### src/rtl/adrb_pkg.sv
`timescale 1ns / 1ps
`default_nettype none
// ----------------------------------------------------------------------------
// adrb_pkg
// shared types, register indexes and constants of the adr backoff controller
// ----------------------------------------------------------------------------
package adrb_pkg;

  localparam int unsigned CfgIdxW  = 3;
  localparam int unsigned CfgDataW = 8;

  // register indexes on the configuration port
  localparam logic [CfgIdxW-1:0] REG_ADR_ENABLE    = 3'd0;
  localparam logic [CfgIdxW-1:0] REG_ACK_LIMIT     = 3'd1;
  localparam logic [CfgIdxW-1:0] REG_ACK_DELAY     = 3'd2;
  localparam logic [CfgIdxW-1:0] REG_INITIAL_POWER = 3'd3;
  localparam logic [CfgIdxW-1:0] REG_INITIAL_SF    = 3'd4;

  // event kinds
  localparam logic OP_UPLINK   = 1'b0;
  localparam logic OP_DOWNLINK = 1'b1;

  localparam logic [4:0] PWR_STEP_LIMIT = 5'd14;
  localparam logic [4:0] PWR_STEP       = 5'd3;
  localparam logic [3:0] SF_MAX         = 4'd12;

  // reset values
  localparam logic       RST_ADR_ENABLE    = 1'b1;
  localparam logic [7:0] RST_ACK_LIMIT     = 8'd64;
  localparam logic [7:0] RST_ACK_DELAY     = 8'd32;
  localparam logic [4:0] RST_INITIAL_POWER = 5'd14;
  localparam logic [3:0] RST_INITIAL_SF    = 4'd12;

  typedef struct packed {
    logic       adr_enable;
    logic [7:0] ack_limit;
    logic [7:0] ack_delay;
  } cfg_t;

  typedef struct packed {
    logic       pwr_load;
    logic [4:0] pwr_val;
    logic       sf_load;
    logic [3:0] sf_val;
  } load_t;

  typedef struct packed {
    logic [4:0] tx_power;
    logic [3:0] spread_factor;
    logic [8:0] uplink_count;
    logic       request_pending;
  } state_t;

  typedef struct packed {
    logic              opcode;
    logic              is_tx_config;
    logic signed [5:0] cmd_power;
    logic signed [4:0] cmd_sf;
  } item_t;

  typedef struct packed {
    logic       ack_request;
    logic [4:0] power_used;
    logic [3:0] sf_used;
  } result_t;

  function automatic logic [3:0] clamp_sf(input logic [3:0] v);
    return (v > SF_MAX) ? SF_MAX : v;
  endfunction

endpackage
`default_nettype wire

### src/rtl/adrb_cfg.sv
`timescale 1ns / 1ps
`default_nettype none
// ----------------------------------------------------------------------------
// adrb_cfg
// configuration registers and load strobes for power and spreading factor
// ----------------------------------------------------------------------------
module adrb_cfg import adrb_pkg::*; (
  input  wire logic                clk_i,
  input  wire logic                rst_ni,
  input  wire logic                cfg_we_i,
  input  wire logic [CfgIdxW-1:0]  cfg_idx_i,
  input  wire logic [CfgDataW-1:0] cfg_wdata_i,
  output cfg_t                     cfg_o,
  output load_t                    load_o
);

  cfg_t cfg_q, cfg_d;

  always_comb begin
    cfg_d = cfg_q;
    if (cfg_we_i) begin
      case (cfg_idx_i)
        REG_ADR_ENABLE: cfg_d.adr_enable = cfg_wdata_i[0];
        REG_ACK_LIMIT:  cfg_d.ack_limit  = cfg_wdata_i;
        REG_ACK_DELAY:  cfg_d.ack_delay  = cfg_wdata_i;
        default:        cfg_d = cfg_q;
      endcase
    end
  end

  always_ff @(posedge clk_i or negedge rst_ni) begin
    if (!rst_ni) begin
      cfg_q.adr_enable <= RST_ADR_ENABLE;
      cfg_q.ack_limit  <= RST_ACK_LIMIT;
      cfg_q.ack_delay  <= RST_ACK_DELAY;
    end else begin
      cfg_q <= cfg_d;
    end
  end

  // initial power and sf writes go straight into the live state
  always_comb begin
    load_o.pwr_load = cfg_we_i && (cfg_idx_i == REG_INITIAL_POWER);
    load_o.pwr_val  = cfg_wdata_i[4:0];
    load_o.sf_load  = cfg_we_i && (cfg_idx_i == REG_INITIAL_SF);
    load_o.sf_val   = clamp_sf(cfg_wdata_i[3:0]);
  end

  assign cfg_o = cfg_q;

endmodule
`default_nettype wire

### src/rtl/adrb_core.sv
`timescale 1ns / 1ps
`default_nettype none
// ----------------------------------------------------------------------------
// adrb_core
// single-pass event logic: next backoff state and the result of one event
// ----------------------------------------------------------------------------
module adrb_core import adrb_pkg::*; (
  input  cfg_t    cfg_i,
  input  state_t  state_i,
  input  item_t   item_i,
  output state_t  state_o,
  output result_t res_o
);

  logic [8:0] cnt_inc;
  logic [8:0] cnt_top;

  assign cnt_inc = state_i.uplink_count + 9'd1;
  assign cnt_top = {1'b0, cfg_i.ack_limit} + {1'b0, cfg_i.ack_delay};

  always_comb begin
    state_o = state_i;
    res_o.ack_request = 1'b0;
    res_o.power_used  = state_i.tx_power;
    res_o.sf_used     = state_i.spread_factor;
    if (item_i.opcode == OP_UPLINK) begin
      if (cfg_i.adr_enable) begin
        res_o.ack_request       = state_i.request_pending;
        state_o.request_pending = 1'b0;
        state_o.uplink_count    = cnt_inc;
        if (cnt_inc == {1'b0, cfg_i.ack_limit}) begin
          state_o.request_pending = 1'b1;
        end
        if (cnt_inc >= cnt_top) begin
          state_o.uplink_count = '0;
          if (state_i.tx_power < PWR_STEP_LIMIT) begin
            state_o.tx_power = state_i.tx_power + PWR_STEP;
          end else if (state_i.spread_factor < SF_MAX) begin
            state_o.spread_factor = state_i.spread_factor + 4'd1;
          end
        end
      end
    end else begin
      if (cfg_i.adr_enable) begin
        state_o.uplink_count = '0;
        if (item_i.is_tx_config) begin
          // a negative value keeps the current setting
          if (!item_i.cmd_power[5]) begin
            state_o.tx_power = item_i.cmd_power[4:0];
          end
          if (!item_i.cmd_sf[4]) begin
            state_o.spread_factor = clamp_sf(item_i.cmd_sf[3:0]);
          end
        end
      end
      res_o.power_used = state_o.tx_power;
      res_o.sf_used    = state_o.spread_factor;
    end
  end

endmodule
`default_nettype wire

### src/rtl/adr_backoff_controller.sv
`timescale 1ns / 1ps
`default_nettype none
// ----------------------------------------------------------------------------
// adr_backoff_controller
// node-side adaptive data rate backoff: power / spreading factor stepping
// ----------------------------------------------------------------------------
//  channel   direction  content
//  s_axis    in         tuser: opcode, is_tx_config; tdata: cmd_power, cmd_sf
//  m_axis    out        tdata: ack_request, power_used, sf_used
//  cfg       in         write enable, register index, 8-bit write data
//
// one event per cycle while the output side is not stalled: an input register
// feeds the event logic, whose result lands in the output register while the
// state registers update
// the output register decouples the sides: a new event is taken while a
// result waits, and tready drops only when both registers are full
// reset clears both registers' valid flags and loads the default settings
// configuration writes are taken in any cycle, at once
// ----------------------------------------------------------------------------
module adr_backoff_controller import adrb_pkg::*; (
  input  wire logic                clk_i,
  input  wire logic                rst_ni,
  // slave stream
  input  wire logic                s_axis_tvalid,
  output      logic                s_axis_tready,
  input  wire logic [15:0]         s_axis_tdata,  // [5:0] cmd_power, [10:6] cmd_sf
  input  wire logic [1:0]          s_axis_tuser,  // [0] opcode, [1] is_tx_config
  // master stream
  output      logic                m_axis_tvalid,
  input  wire logic                m_axis_tready,
  output      logic [15:0]         m_axis_tdata,  // [0] ack_request, [5:1] power_used,
                                                  // [9:6] sf_used
  // configuration writes
  input  wire logic                cfg_we_i,
  input  wire logic [CfgIdxW-1:0]  cfg_idx_i,
  input  wire logic [CfgDataW-1:0] cfg_wdata_i
);

  cfg_t    cfg;
  load_t   load;
  state_t  state_q, state_d, state_nxt;
  item_t   item_q, item_d;
  result_t res_q, res_d;
  logic    in_vld_q, in_vld_d;
  logic    out_vld_q, out_vld_d;
  logic    s_acc;
  logic    advance;

  adrb_cfg u_cfg (
    .clk_i       (clk_i),
    .rst_ni      (rst_ni),
    .cfg_we_i    (cfg_we_i),
    .cfg_idx_i   (cfg_idx_i),
    .cfg_wdata_i (cfg_wdata_i),
    .cfg_o       (cfg),
    .load_o      (load)
  );

  adrb_core u_core (
    .cfg_i   (cfg),
    .state_i (state_q),
    .item_i  (item_q),
    .state_o (state_nxt),
    .res_o   (res_d)
  );

  // the event in the input register moves on when the output register is
  // empty or being drained this cycle
  assign advance       = !out_vld_q || m_axis_tready;
  assign s_axis_tready = !in_vld_q || advance;
  assign s_acc         = s_axis_tvalid && s_axis_tready;

  always_comb begin
    item_d.opcode       = s_axis_tuser[0];
    item_d.is_tx_config = s_axis_tuser[1];
    item_d.cmd_power    = s_axis_tdata[5:0];
    item_d.cmd_sf       = s_axis_tdata[10:6];
  end

  always_comb begin
    in_vld_d = in_vld_q;
    if (s_acc) begin
      in_vld_d = 1'b1;
    end else if (advance) begin
      in_vld_d = 1'b0;
    end
    out_vld_d = advance ? in_vld_q : out_vld_q;
  end

  // state commits per processed event; loads win; user loads while idle, unchecked
  always_comb begin
    state_d = state_q;
    if (in_vld_q && advance) begin
      state_d = state_nxt;
    end
    if (load.pwr_load) begin
      state_d.tx_power = load.pwr_val;
    end
    if (load.sf_load) begin
      state_d.spread_factor = load.sf_val;
    end
  end

  always_ff @(posedge clk_i or negedge rst_ni) begin
    if (!rst_ni) begin
      in_vld_q                <= 1'b0;
      out_vld_q               <= 1'b0;
      state_q.tx_power        <= RST_INITIAL_POWER;
      state_q.spread_factor   <= RST_INITIAL_SF;
      state_q.uplink_count    <= '0;
      state_q.request_pending <= 1'b0;
    end else begin
      in_vld_q  <= in_vld_d;
      out_vld_q <= out_vld_d;
      state_q   <= state_d;
    end
  end

  // payload registers
  always_ff @(posedge clk_i) begin
    if (s_acc) begin
      item_q <= item_d;
    end
    if (in_vld_q && advance) begin
      res_q <= res_d;
    end
  end

  assign m_axis_tvalid = out_vld_q;
  assign m_axis_tdata  = {6'd0, res_q.sf_used, res_q.power_used, res_q.ack_request};

endmodule
`default_nettype wire

### config.mk
export PLATFORM = sky130hd
export DESIGN_NAME = adr_backoff_controller
export DESIGN_NICKNAME = d
export VERILOG_FILES = /design/src/rtl/adrb_pkg.sv /design/src/rtl/adrb_cfg.sv /design/src/rtl/adrb_core.sv /design/src/rtl/adr_backoff_controller.sv
export SDC_FILE = /design/constraint.sdc
export NUM_CORES = 1
export LEC_CHECK = 0
export ABC_AREA = 1
export BUFFER_PORTS_ARGS = -buffer_cell sky130_fd_sc_hd__buf_2
export CORE_UTILIZATION = 45
export DETAILED_ROUTE_END_ITERATION = 7
export PLACE_DENSITY = 0.68
export SLEW_MARGIN = 20
export SYNTH_ARGS = -nofsm -noshare
export SYNTH_HDL_FRONTEND = slang
export SYNTH_SLANG_ARGS = --single-unit
### constraint.sdc
create_clock -name clk_i -period 3.2 [get_ports clk_i]
set_clock_uncertainty 0.2 [all_clocks]
set_input_delay 0.16 -clock clk_i [delete_from_list [all_inputs] [get_ports clk_i]]
set_output_delay 0.16 -clock clk_i [all_outputs]
set_load 0.01 [all_outputs]
# Yosys cells after proc, flatten, opt, wreduce, memory -nomap -nowiden
# Cells that the tools add are included.
word_totals:
  elab_cells: 79
  input_bits: 34
  regBits: 61
  out_inout_bits: 18
classes:
  eq_ne: 6
  n_reduce_logical: 26
  n_addsub: 4
  n_mux: 20
  order_cmp: 5
  n_bitwise: 2
op_table:
  columns: ["operator", "n"]
  rows:
  - ["2-to-1 mux 18 bit", 3]
  - ["2-to-1 mux 19 bit", 2]
  - ["2-to-1 mux 4 bit", 6]
  - ["2-to-1 mux 9 bit", 2]
  - ["nonzero test 3 bit", 6]
  - ["2-to-1 mux 5 bit", 3]
  - ["adder 8 x 8 -> 9 bit", 1]
  - ["adder 9 x 1 -> 9 bit (second input constant)", 1]
  - ["== test 9 x 8 -> 1 bit", 1]
  - [">= comparator 9 bit", 1]
  - ["greater-than comparator 4 bit (second input constant)", 2]
  - ["AND reduction 2 bit", 4]
  - ["== test 3 x 2 -> 1 bit (second input constant)", 2]
  - ["nonzero test 2 bit", 3]
  - ["adder 5 x 2 -> 5 bit (second input constant)", 1]
  - ["less-than comparator 5 x 4 -> 1 bit (second input constant)", 1]
  - ["AND reduction 5 bit", 1]
  - ["adder 4 x 1 -> 4 bit (second input constant)", 1]
  - ["logical AND 1 bit", 4]
  - ["less-than comparator 4 bit (second input constant)", 1]
  - ["2-to-1 mux 1 bit", 4]
  - ["AND reduction 4 bit", 1]
  - ["== test 3 x 1 -> 1 bit (second input constant)", 1]
  - ["== test 3 bit (second input constant)", 1]
  - ["7 further kinds", 10]

# Depth between registers and ports, before layout
# Gate-level depths: netlist of run 1.
depth:
  word_depth: 8
  ltp_mapped: 20
  depth_no_buf: 20

# Modules after synthesis
# A second synthesis of run 1 with hierarchy kept.
unflattened:
  cells_unflattened: 556
  hier_area_um2: 4232.8
modules_own_cells:
  columns: ["mod", "cells_each", "seq_area_each_um2", "area_per_inst_um2", "n_inst"]
  rows:
  - ["adr_backoff_controller", 153, 1222.4, 1724.2, 1]
  - ["adrb_core", 310, 0.0, 1704.1, 1]
  - ["adrb_cfg", 93, 429.2, 804.5, 1]

# Worst setup path before layout of run 1
# No wires, ideal clock.
synth_path:
  path_kind: "register -> register"
  start: "register u_cfg.cfg_q, in the netlist u_cfg.cfg_o[8]"
  end: "register state_q[10] (netlist name)"
  stages_incl_launch_ff: 20
  t_required_ns: 2.884
  path_buffers: 0
  synth_period_minus_slack_ns: 3.093
  setup_ns: 0.116
  arrival_time_ns: 2.777
  slack_ns: 0.107
  cell_sequence: "dfrtp_1 ha_1 inv_1 fa_1 o21ai_0 a21oi_1 o21bai_1 nand2_1 nand2_1 a21oi_1 ha_1 nand2_1 nor2_1 nand3_1 nand4_2 nand3_2 nand2_2 inv_1 nand2_1 nand2_1"
synth_between:
  elab_chain_len: 4
synth_rtl:
  columns: ["element", "line", "text"]
  rows:
  - ["start, declared", "adrb_cfg.sv:17", "cfg_t cfg_q, cfg_d;"]
  - ["start signal, assigned", "adrb_cfg.sv:37", "cfg_q <= cfg_d;"]
  - ["adder 8 x 8 -> 9 bit", "adrb_core.sv:19", "assign cnt_top = {1'b0, cfg_i.ack_limit} + {1'b0, cfg_i.ack_delay};"]
  - [">= comparator 9 bit", "adrb_core.sv:34", "if (cnt_inc >= cnt_top) begin"]
  - ["nonzero test 3 bit (no line)", null, null]
  - ["AND reduction 5 bit (no line)", null, null]
  - ["end signal, assigned", "adr_backoff_controller.sv:115", "state_q <= state_d;"]
  - ["end, declared", "adr_backoff_controller.sv:41", "state_t state_q, state_d, state_nxt;"]
# No other way between the ends.
# A chain may end at the register's enable or synchronous reset.

# Worst setup path in the final report of run 1
layout_path:
  start: "register u_cfg.cfg_q, in the netlist u_cfg.cfg_o[0]"
  end: "register state_q[14] (netlist name)"
layout_between:
  elab_chain_len: 4
layout_rtl:
  columns: ["element", "line"]
  rows:
  - ["adder 8 x 8 -> 9 bit", "adrb_core.sv:19"]
  - [">= comparator 9 bit", "adrb_core.sv:34"]
  - ["nonzero test 3 bit (no line)", null]
  - ["AND reduction 4 bit (no line)", null]
# No other way between the ends.

==> flow_metrics.tcl, run 1 <==
set metrics [dict create \
    multi_input_area_sq_mm 0.00181 \
    finalCritPeriodShare_pct 103 \
    io_buffer_count 40 \
    final_cell_mix "107 x nand2_1, 60 x inv_1, 40 x buf_2" \
    setup.worst_path.class "reg -> reg" \
    dieArea_sq_mm 0.00850 \
    wl_per_cell_um 12.8 \
    slew_headroom_pct 42.9 \
    grt_first_pass_wirelength_um 14000 \
    area.growth.synth_to_final_pct 28.0 \
    critPathMostFrequentCell "nand2_1" \
    cts_max_level 3 \
    p_leak_nw 2.30 \
    drt_pass1_iterations 4 \
    num-fill-cells 691 \
    slowest_stage "fa_2" \
    clock_latency_ns 0.34 \
    worst_pin_slew_ns 0.857 \
    placed_area_sq_mm 0.00407 \
    hold_viol 0 \
    synth_area_sq_mm 0.00366 \
    drc 0 \
    max-vdd-ir-drop_mv 0.347 \
    cpLargestDelayFamily "adder cells" \
    antennaDiodeCount 0 \
    drive_gt1_share_pct 22.8 \
    final_area_sq_mm 0.00468 \
    nNetsFinal 593 \
    crit_chain "ha_2 > inv_2 > fa_2 > o21ai_2 > a21oi_2 > o21bai_1 > nand2_1 > nand2_1 > a21oi_2 > ha_1 > nand2_2 > inv_2 > a21oi_4 > buf_6 > nand4_4 > buf_6 > nand3_2 > nand2_1 > nand2_1 > a21oi_1" \
    fin_ws_ns -0.0948 \
    ys_ff_latch 61 \
    core-area_sq_mm 0.00781 \
    tns_ns -0.817 \
    async_flop_share_pct 62.3 \
    path_clk_slew_ns 0.07 \
    cts.sinks 61 \
    rows 32 \
    vias 3208 \
    wl_um 8260 \
    seqCellArea_sq_mm 0.00165 \
    arrival_ns 3.32 \
    routed_via_density 4.97 \
    syn_inst 443 \
    hold_class "in -> reg" \
    hpwl_um 5750 \
    syn_avg_cell_area_sq_um 8.26 \
    fmax_ghz 0.304 \
    ys_seq_area_share_pct 45.1 \
    yosysWarnings 0 \
    cts_root_buf "clkbuf_8" \
    cp-end-kind "flip-flop" \
    grt_max_degree 39 \
    gp_congestion 0.826 \
    cts_buffer_depth 2 \
    cts_made_buffers 9 \
    fp.dieH_um 92.2 \
    post-place-ws_ns -0.192 \
    grt_setup_unrepaired "true" \
    grt_pass1_vias 3097 \
    cts_tree "done" \
    cpPeakStageDelay_ns 0.39 \
    drtIter0Drc 122 \
    drv_slew 0 \
    ys.flop_type "dfrtp_1" \
    p_per_area_mw_per_mm2 633 \
    violations "negative setup slack" \
    cp_max_fo 5 \
    setup_viol 17 \
    ys_types 41 \
    synth_edf_count 23 \
    postRouteAntennaNets 0 \
    pin_count 52 \
    drv_cap 0 \
    cp-start-kind "flip-flop" \
    grt.total_usage_pct 21.2 \
    grt-ovfl-total 0 \
    critPathBufInv 4 \
    status "complete, but fails checks" \
    die_x_um 92.2 \
    required_ns 3.22 \
    start_util_pct 46.9 \
    period_minus_slack_ns 3.29 \
    p_total_w 0.00297 \
    mostFrequentLayoutCell "nand2_1" \
    grt_antenna_before_repair 0 \
]
[area by class of cell]
class                      instances  area share [%]
multi-input combinational        310            38.6
sequential                        61            35.3
timing repair buffer              90            14.1
inverter                          66            5.29
clock buffer                      10            2.73
tap                              102            2.73
clock inverter                     6            1.34
[stage by stage]
step	util [%]	cells	hold WS, ns
floorplan	-	448	-0.336
global placement	52.2	598	0.120
detailed placement	52.2	598	0.125
CTS	58.9	644	0.0771
global route	60.0	645	0.174
finish	60.0	645	0.0926
[synth_stat cells (2+ instances only)]
cell type  instances  area (sq um)
clkbuf_1           3          11.3
nand3_1           19          95.1
dfrtp_1           30           751
o211ai_1           4          30.0
inv_2              3          11.3
nor3_1             2          10.0
dfstp_2            8           210
xnor2_1            4          35.0
o22ai_1            7          43.8
nand3_2            3          30.0
o21ai_0           38           190
nand2_1          109           409
inv_1             63           236
ha_1              20           250
buf_4              6          45.0
nand3b_1           6          45.0
nand2_2            4          25.0
nor2_1            28           105
a21oi_1           27           135
xor2_1             9          78.8
edfxtp_1          23           691
o21ai_1            4          20.0
nand4_1            5          31.3
[worst reg2reg max path: cells and delay by family (launching register included)]
kind                       cells  cell delay [ns]
adders and majority gates      3             0.90
AOI/OAI and AO/OA              6             0.70
buffers and inverters          4             0.39
DFF                            1             0.38
and+or+nand+nor                7             0.59
[metal layers]
metal  up-vias  GRT usage [%]  wire length [um]
met5         -              0                 0
met4         0           9.77               157
met3        18           3.57               338
met2        72           34.1              3950
met1      1484           28.0              3810
li1       1634              -                 -
[registers in the layout, summed over array words and instances, names as in the netlist]
name / cells
m_axis_tdata: 10
item_q: 13
u_cfg.cfg_o: 17
in_vld_q: 1
m_axis_tvalid: 1
state_q: 19
[power breakdown]
part / internal, W / leakage [nW] / switching [W]
combinational: 0.000486 / 1.52 / 0.000665
sequential: 0.00101 / 0.695 / 0.000125
clock: 0.000358 / 0.0903 / 0.000319
[kinds of logic (layout without fill, tap and decap cells)]
group	Yosys count	in the layout	synth area share [%]
simple gates	184	184	22.7
xor+xnor	13	13	3.11
compound gates	86	86	12.7
flops	61	61	45.1
buf+inv	77	172	8.82
other cells	1	6	0.102
fa+ha+maj	21	21	7.38
[timing repair]
item	in CTS	in global routing
hold buffers	29	0
pin swaps	5	15
endpoints found under the setup margin	18	18
buffers inserted	1	1
gates resized for setup	10	25
endpoints found under the hold margin	65	0
[worst paths after layout]
check	cells past startpoint	endpoint	slack, ns	startpoint
min reg2reg	2	state_q[0]	0.29	state_q[0]
max	20	state_q[14]	-0.09	u_cfg.cfg_o[0]
max in group asynchronous	2	state_q[2]	2.00	rst_ni
min in group asynchronous	2	u_cfg.cfg_o[13]	0.27	rst_ni
max reg2reg	20	state_q[14]	-0.09	u_cfg.cfg_o[0]
min	5	state_q[12]	0.09	cfg_we_i
(Power assumes the default switching activity.)
==> run 2: changes to the inputs <==
--- a/config.mk
+++ b/config.mk
@@ -9,7 +9,7 @@
 export BUFFER_PORTS_ARGS = -buffer_cell sky130_fd_sc_hd__buf_2
 export CORE_UTILIZATION = 45
 export DETAILED_ROUTE_END_ITERATION = 7
-export PLACE_DENSITY = 0.68
+export PLACE_DENSITY = 0.65
 export SLEW_MARGIN = 20
 export SYNTH_ARGS = -nofsm -noshare
 export SYNTH_HDL_FRONTEND = slang
==> constraint.sdc (replaced) <==
create_clock -name clk_i -period 3.7 [get_ports clk_i]
set_clock_uncertainty 0.2 [all_clocks]
set_input_delay 0.185 -clock clk_i [delete_from_list [all_inputs] [get_ports clk_i]]
set_output_delay 0.185 -clock clk_i [all_outputs]
set_load 0.01 [all_outputs]
==> flow_metrics.tcl, run 2 (same netlist as run 1, synthesis figures left out) <==
set metrics [dict create \
    start_util_pct 46.9 \
    period_minus_slack_ns 3.35 \
    grt_pass1_vias 3013 \
    grt_setup_unrepaired "false" \
    fp.dieH_um 92.2 \
    cp-start-kind "flip-flop" \
    p_seq_share_pct 41.0 \
    gp_congestion 0.839 \
    regMostFlops "state_q" \
    p_leak_nw 2.17 \
    routed_via_density 5.03 \
    wl_um 7710 \
    wl_per_cell_um 12.4 \
    drtIter0Drc 116 \
    rows 32 \
    multi_input_area_sq_mm 0.00172 \
    tns_ns 0 \
    power_frac_comb_pct 34.6 \
    grt.total_usage_pct 20.1 \
    p_int_w 0.00153 \
    fmax_ghz 0.298 \
    p_per_area_mw_per_mm2 545 \
    status "completed" \
    grt_max_degree 39 \
    grt-ovfl-total 0 \
    switching_share_pct 36.5 \
    cts_max_level 3 \
    slowest_stage "dfrtp_1" \
    setup.worst_path.class "reg -> reg" \
    drt_pass1_iterations 4 \
    seqCellArea_sq_mm 0.00165 \
    drive_gt1_share_pct 16.3 \
    cts_root_buf "clkbuf_8" \
    io_buffer_count 40 \
    nNetsFinal 571 \
    critPathMostFrequentCell "nand2_1" \
    mostFrequentLayoutCell "nand2_1" \
    post-place-ws_ns 0.150 \
    required_ns 3.76 \
    cts_made_buffers 9 \
    final_cell_mix "109 x nand2_1, 63 x inv_1, 40 x buf_2" \
    finalCritPeriodShare_pct 90.6 \
    cpLargestDelayFamily "compound AO/OA/AOI/OAI gates" \
    area.growth.synth_to_final_pct 20.7 \
    antennaDiodeCount 0 \
    pwr-share-clk_pct 24.4 \
    arrival_ns 3.41 \
    drv_slew 0 \
    cp-end-kind "flip-flop" \
    dieArea_sq_mm 0.00850 \
    instances_no_fill 623 \
    largest_reg_flops 19 \
    core-area_sq_mm 0.00781 \
    cts_buffer_depth 2 \
    path_clk_slew_ns 0.07 \
    drv_cap 0 \
    place_inst 581 \
    cts_tree "done" \
    hpwl_um 5450 \
    grt_antenna_before_repair 0 \
    crit_chain "ha_1 > inv_1 > fa_1 > o21ai_1 > a21oi_1 > o21bai_1 > nand2_1 > nand2_1 > a21oi_1 > ha_1 > nand2_1 > inv_1 > a21oi_2 > nand3_1 > nor2_2 > nand3_4 > o21ai_0" \
    die_x_um 92.2 \
    cp_max_fo 9 \
    hold_class "in -> reg" \
    clock_latency_ns 0.34 \
    setup_viol 0 \
    worst_pin_slew_ns 0.859 \
    drc 0 \
    hold_viol 0 \
    postRouteAntennaNets 0 \
    slew_headroom_pct 42.7 \
    max-vdd-ir-drop_mv 0.251 \
    pin_count 52 \
    vias 3132 \
    cpPeakStageDelay_ns 0.39 \
    fin_ws_ns 0.348 \
    switching_power_w 0.000877 \
    post_cts_buffers 0 \
    cts.sinks 61 \
    grt_first_pass_wirelength_um 13300 \
    p_total_w 0.00241 \
    critPathBufInv 2 \
    num-fill-cells 725 \
]
[run 2: changes by cell type in the layout (fill, tap and decap cells not counted), moves of 4 or more]
cell,before,now
a21oi_1,23,27
buf_4,18,2
nand3_2,8,2
o21ai_0,33,37
nand3_1,14,19
[run 2: repair_timing]
action                                  in CTS  in global routing
hold buffers                                26                  0
endpoints found under the hold margin       62                  0
endpoints found under the setup margin       0                 18
gates resized for setup                      0                  4
[run 2: final timing paths]
check	from	end	slack [ns]	cells past startpoint
max	u_cfg.cfg_o[8]	state_q[3]	0.35	17
min	cfg_wdata_i[2]	u_cfg.cfg_o[10]	0.01	3
max reg2reg	u_cfg.cfg_o[8]	state_q[3]	0.35	17
min reg2reg	state_q[13]	state_q[13]	0.30	2
max in group asynchronous	rst_ni	state_q[2]	2.46	2
min in group asynchronous	rst_ni	u_cfg.cfg_o[6]	0.29	2
[run 2: routing by layer]
metal / routed length, um / part of all wire [%] / vias up / GRT usage, %
li1: - / - / 1600 / -
met1: 3800 / 49 / 1444 / 27.2
met2: 3490 / 45 / 81 / 32.0
met3: 354 / 4.6 / 7 / 3.32
met4: 70 / 0.91 / 0 / 8.46
met5: 0 / 0 / - / 0
[run 2: through the flow]
step	cell area (sq um)	hold WS, ns	util [%]
global route	4420	0.0200	56.6
global placement	3950	0.144	50.5
CTS	4400	0.00799	56.3
floorplan	3680	-0.311	-
detailed placement	3950	0.153	50.5
finish	4420	0.0106	56.6
[run 2: cell type report]
type	count	share of cell area, %
Tap cell	102	2.89
Clock inverter	6	1.44
Inverter	66	5.61
Sequential cell	61	37.4
Multi-Input combinational cell	310	39.0
Clock buffer	10	2.89
Timing Repair Buffer	68	10.8
[run 2: power groups by stage]
stage	Combinational, W	Sequential, W	Clock (W)
2_1_floorplan	0.000603	0.000987	0
3_3_place_gp	0.000780	0.000997	0
3_5_place_dp	0.000798	0.000997	0
4_1_cts	0.000827	0.000987	0.000597
5_1_grt	0.000973	0.00101	0.000623
6_report	0.000831	0.000986	0.000588
[run 2: worst min-delay path: stages]
cell,delay [ns]
buf_2,0.09
inv_1,0.08
o21ai_0,0.16
==> run 3: changes to the inputs <==
--- a/config.mk
+++ b/config.mk
@@ -7,6 +7,7 @@
 export LEC_CHECK = 0
 export ABC_AREA = 1
 export BUFFER_PORTS_ARGS = -buffer_cell sky130_fd_sc_hd__buf_2
+export CORE_MARGIN = 8
 export CORE_UTILIZATION = 45
 export DETAILED_ROUTE_END_ITERATION = 7
 export PLACE_DENSITY = 0.65
==> flow_metrics.tcl, run 3 (same netlist as run 1, synthesis figures left out) <==
set metrics [dict create \
    status "completed" \
    grt_pass1_vias 2983 \
    hold_slack_ns 0.121 \
    drtIter0Drc 109 \
    antennaDiodeCount 0 \
    cts_made_buffers 9 \
    p_leak_nw 2.18 \
    dieArea_sq_mm 0.0113 \
    cts_buffer_depth 2 \
    cts_max_level 3 \
    cp_max_fo 4 \
    p_total_w 0.00245 \
    grt_max_degree 39 \
    max-vdd-ir-drop_mv 0.270 \
    slew_headroom_pct 43.5 \
    required_ns 3.73 \
    multi_input_area_sq_mm 0.00173 \
    die_x_um 106 \
    wl_um 7950 \
    vias 3067 \
    largest_reg_flops 19 \
    nNetsFinal 572 \
    drv_cap 0 \
    wl_per_cell_um 12.7 \
    placed_area_sq_mm 0.00395 \
    drv_slew 0 \
    grt.total_usage_pct 15.0 \
    cts.sinks 61 \
    grt_antenna_before_repair 0 \
    drt_pass1_iterations 5 \
    start_util_pct 45.5 \
    drive_gt1_share_pct 15.9 \
    hpwl_um 5870 \
    rows 33 \
    drc 0 \
    arrival_ns 3.42 \
    hold_class "in -> reg" \
    num-fill-cells 754 \
    seqCellArea_sq_mm 0.00165 \
    setup_viol 0 \
    clock_latency_ns 0.34 \
    postRouteAntennaNets 0 \
    core-area_sq_mm 0.00805 \
    pin_count 52 \
    mostFrequentLayoutCell "nand2_1" \
    routed_via_density 4.90 \
    p_per_area_mw_per_mm2 552 \
    setup.worst_path.class "reg -> reg" \
    cts_root_buf "clkbuf_8" \
    cts_tree "done" \
    final_cell_mix "109 x nand2_1, 63 x inv_1, 40 x buf_2" \
    finalCritPeriodShare_pct 91.7 \
    grt-ovfl-total 0 \
    hold_viol 0 \
    fmax_ghz 0.295 \
    path_clk_slew_ns 0.07 \
    grt_first_pass_wirelength_um 13600 \
    cp-start-kind "flip-flop" \
    cp-end-kind "flip-flop" \
    period_minus_slack_ns 3.39 \
    worst_pin_slew_ns 0.848 \
    fp.dieH_um 106 \
    tns_ns 0 \
    area.growth.synth_to_final_pct 21.5 \
    regMostFlops "state_q" \
    gp_congestion 0.824 \
    final_util_pct 55.2 \
    io_buffer_count 40 \
    final_area_sq_mm 0.00445 \
]
[run 3: area by class of cell]
type	instances	share of cell area (%)
clock buffer	10	2.87
tap	105	2.95
inverter	66	5.57
sequential	61	37.1
multi-input combinational	310	38.8
clock inverter	5	1.72
timing repair buffer	69	10.9
[run 3: stage by stage]
step	cells	setup WS, ns
after floorplan	448	0.607
after global placement	584	0.178
after detailed placement	584	0.0871
after CTS	626	0.0832
after global routing	626	-0.000362
final	626	0.306
[run 3: timing repair]
item,in CTS,in global routing
setup buffers,0,0
endpoints found under the hold margin,62,0
setup endpoints to repair,0,18
resized for setup,0,5
hold buffers,27,0
[run 3: final timing paths]
| check | start | to | slack (ns) | cells after the start |
|---|---|---|---|---|
| setup / recovery | u_cfg.cfg_o[8] | state_q[11] | 0.31 | 20 |
| hold / removal | cfg_we_i | state_q[12] | 0.12 | 5 |
| setup reg to reg | u_cfg.cfg_o[8] | state_q[11] | 0.31 | 20 |
| hold reg to reg | state_q[0] | state_q[0] | 0.29 | 2 |
| max in group asynchronous | rst_ni | state_q[3] | 2.47 | 2 |
| min in group asynchronous | rst_ni | u_cfg.cfg_o[6] | 0.29 | 2 |
[run 3: critical path, cell delays in order (launching register included)]
cell	delay (ns)
dfrtp_1	0.40
ha_1	0.19
inv_1	0.05
fa_1	0.40
o21ai_1	0.23
a21oi_1	0.10
o21bai_1	0.20
nand2_1	0.07
nand2_1	0.06
a21oi_1	0.06
ha_1	0.29
nand2_1	0.09
inv_1	0.05
a21oi_2	0.22
nand3_1	0.16
nor2_4	0.19
o21ai_0	0.11
nand2_1	0.08
nand2_1	0.04
nand2_1	0.05
nand2_1	0.05
[run 3: layer usage]
layer	wire [um]	GRT usage, %	vias up
met4	183	7.84	0
met2	3590	22.5	51
met1	3860	19.9	1410
met3	320	3.09	13
met5	0	0	-
li1	-	-	1593
[run 3: power by group]
part           internal (W)  switching (W)  total [W]
Sequential         0.000876       0.000111   0.000987
Combinational      0.000345       0.000492   0.000837
Clock              0.000372       0.000258   0.000630
Total               0.00159       0.000861    0.00245
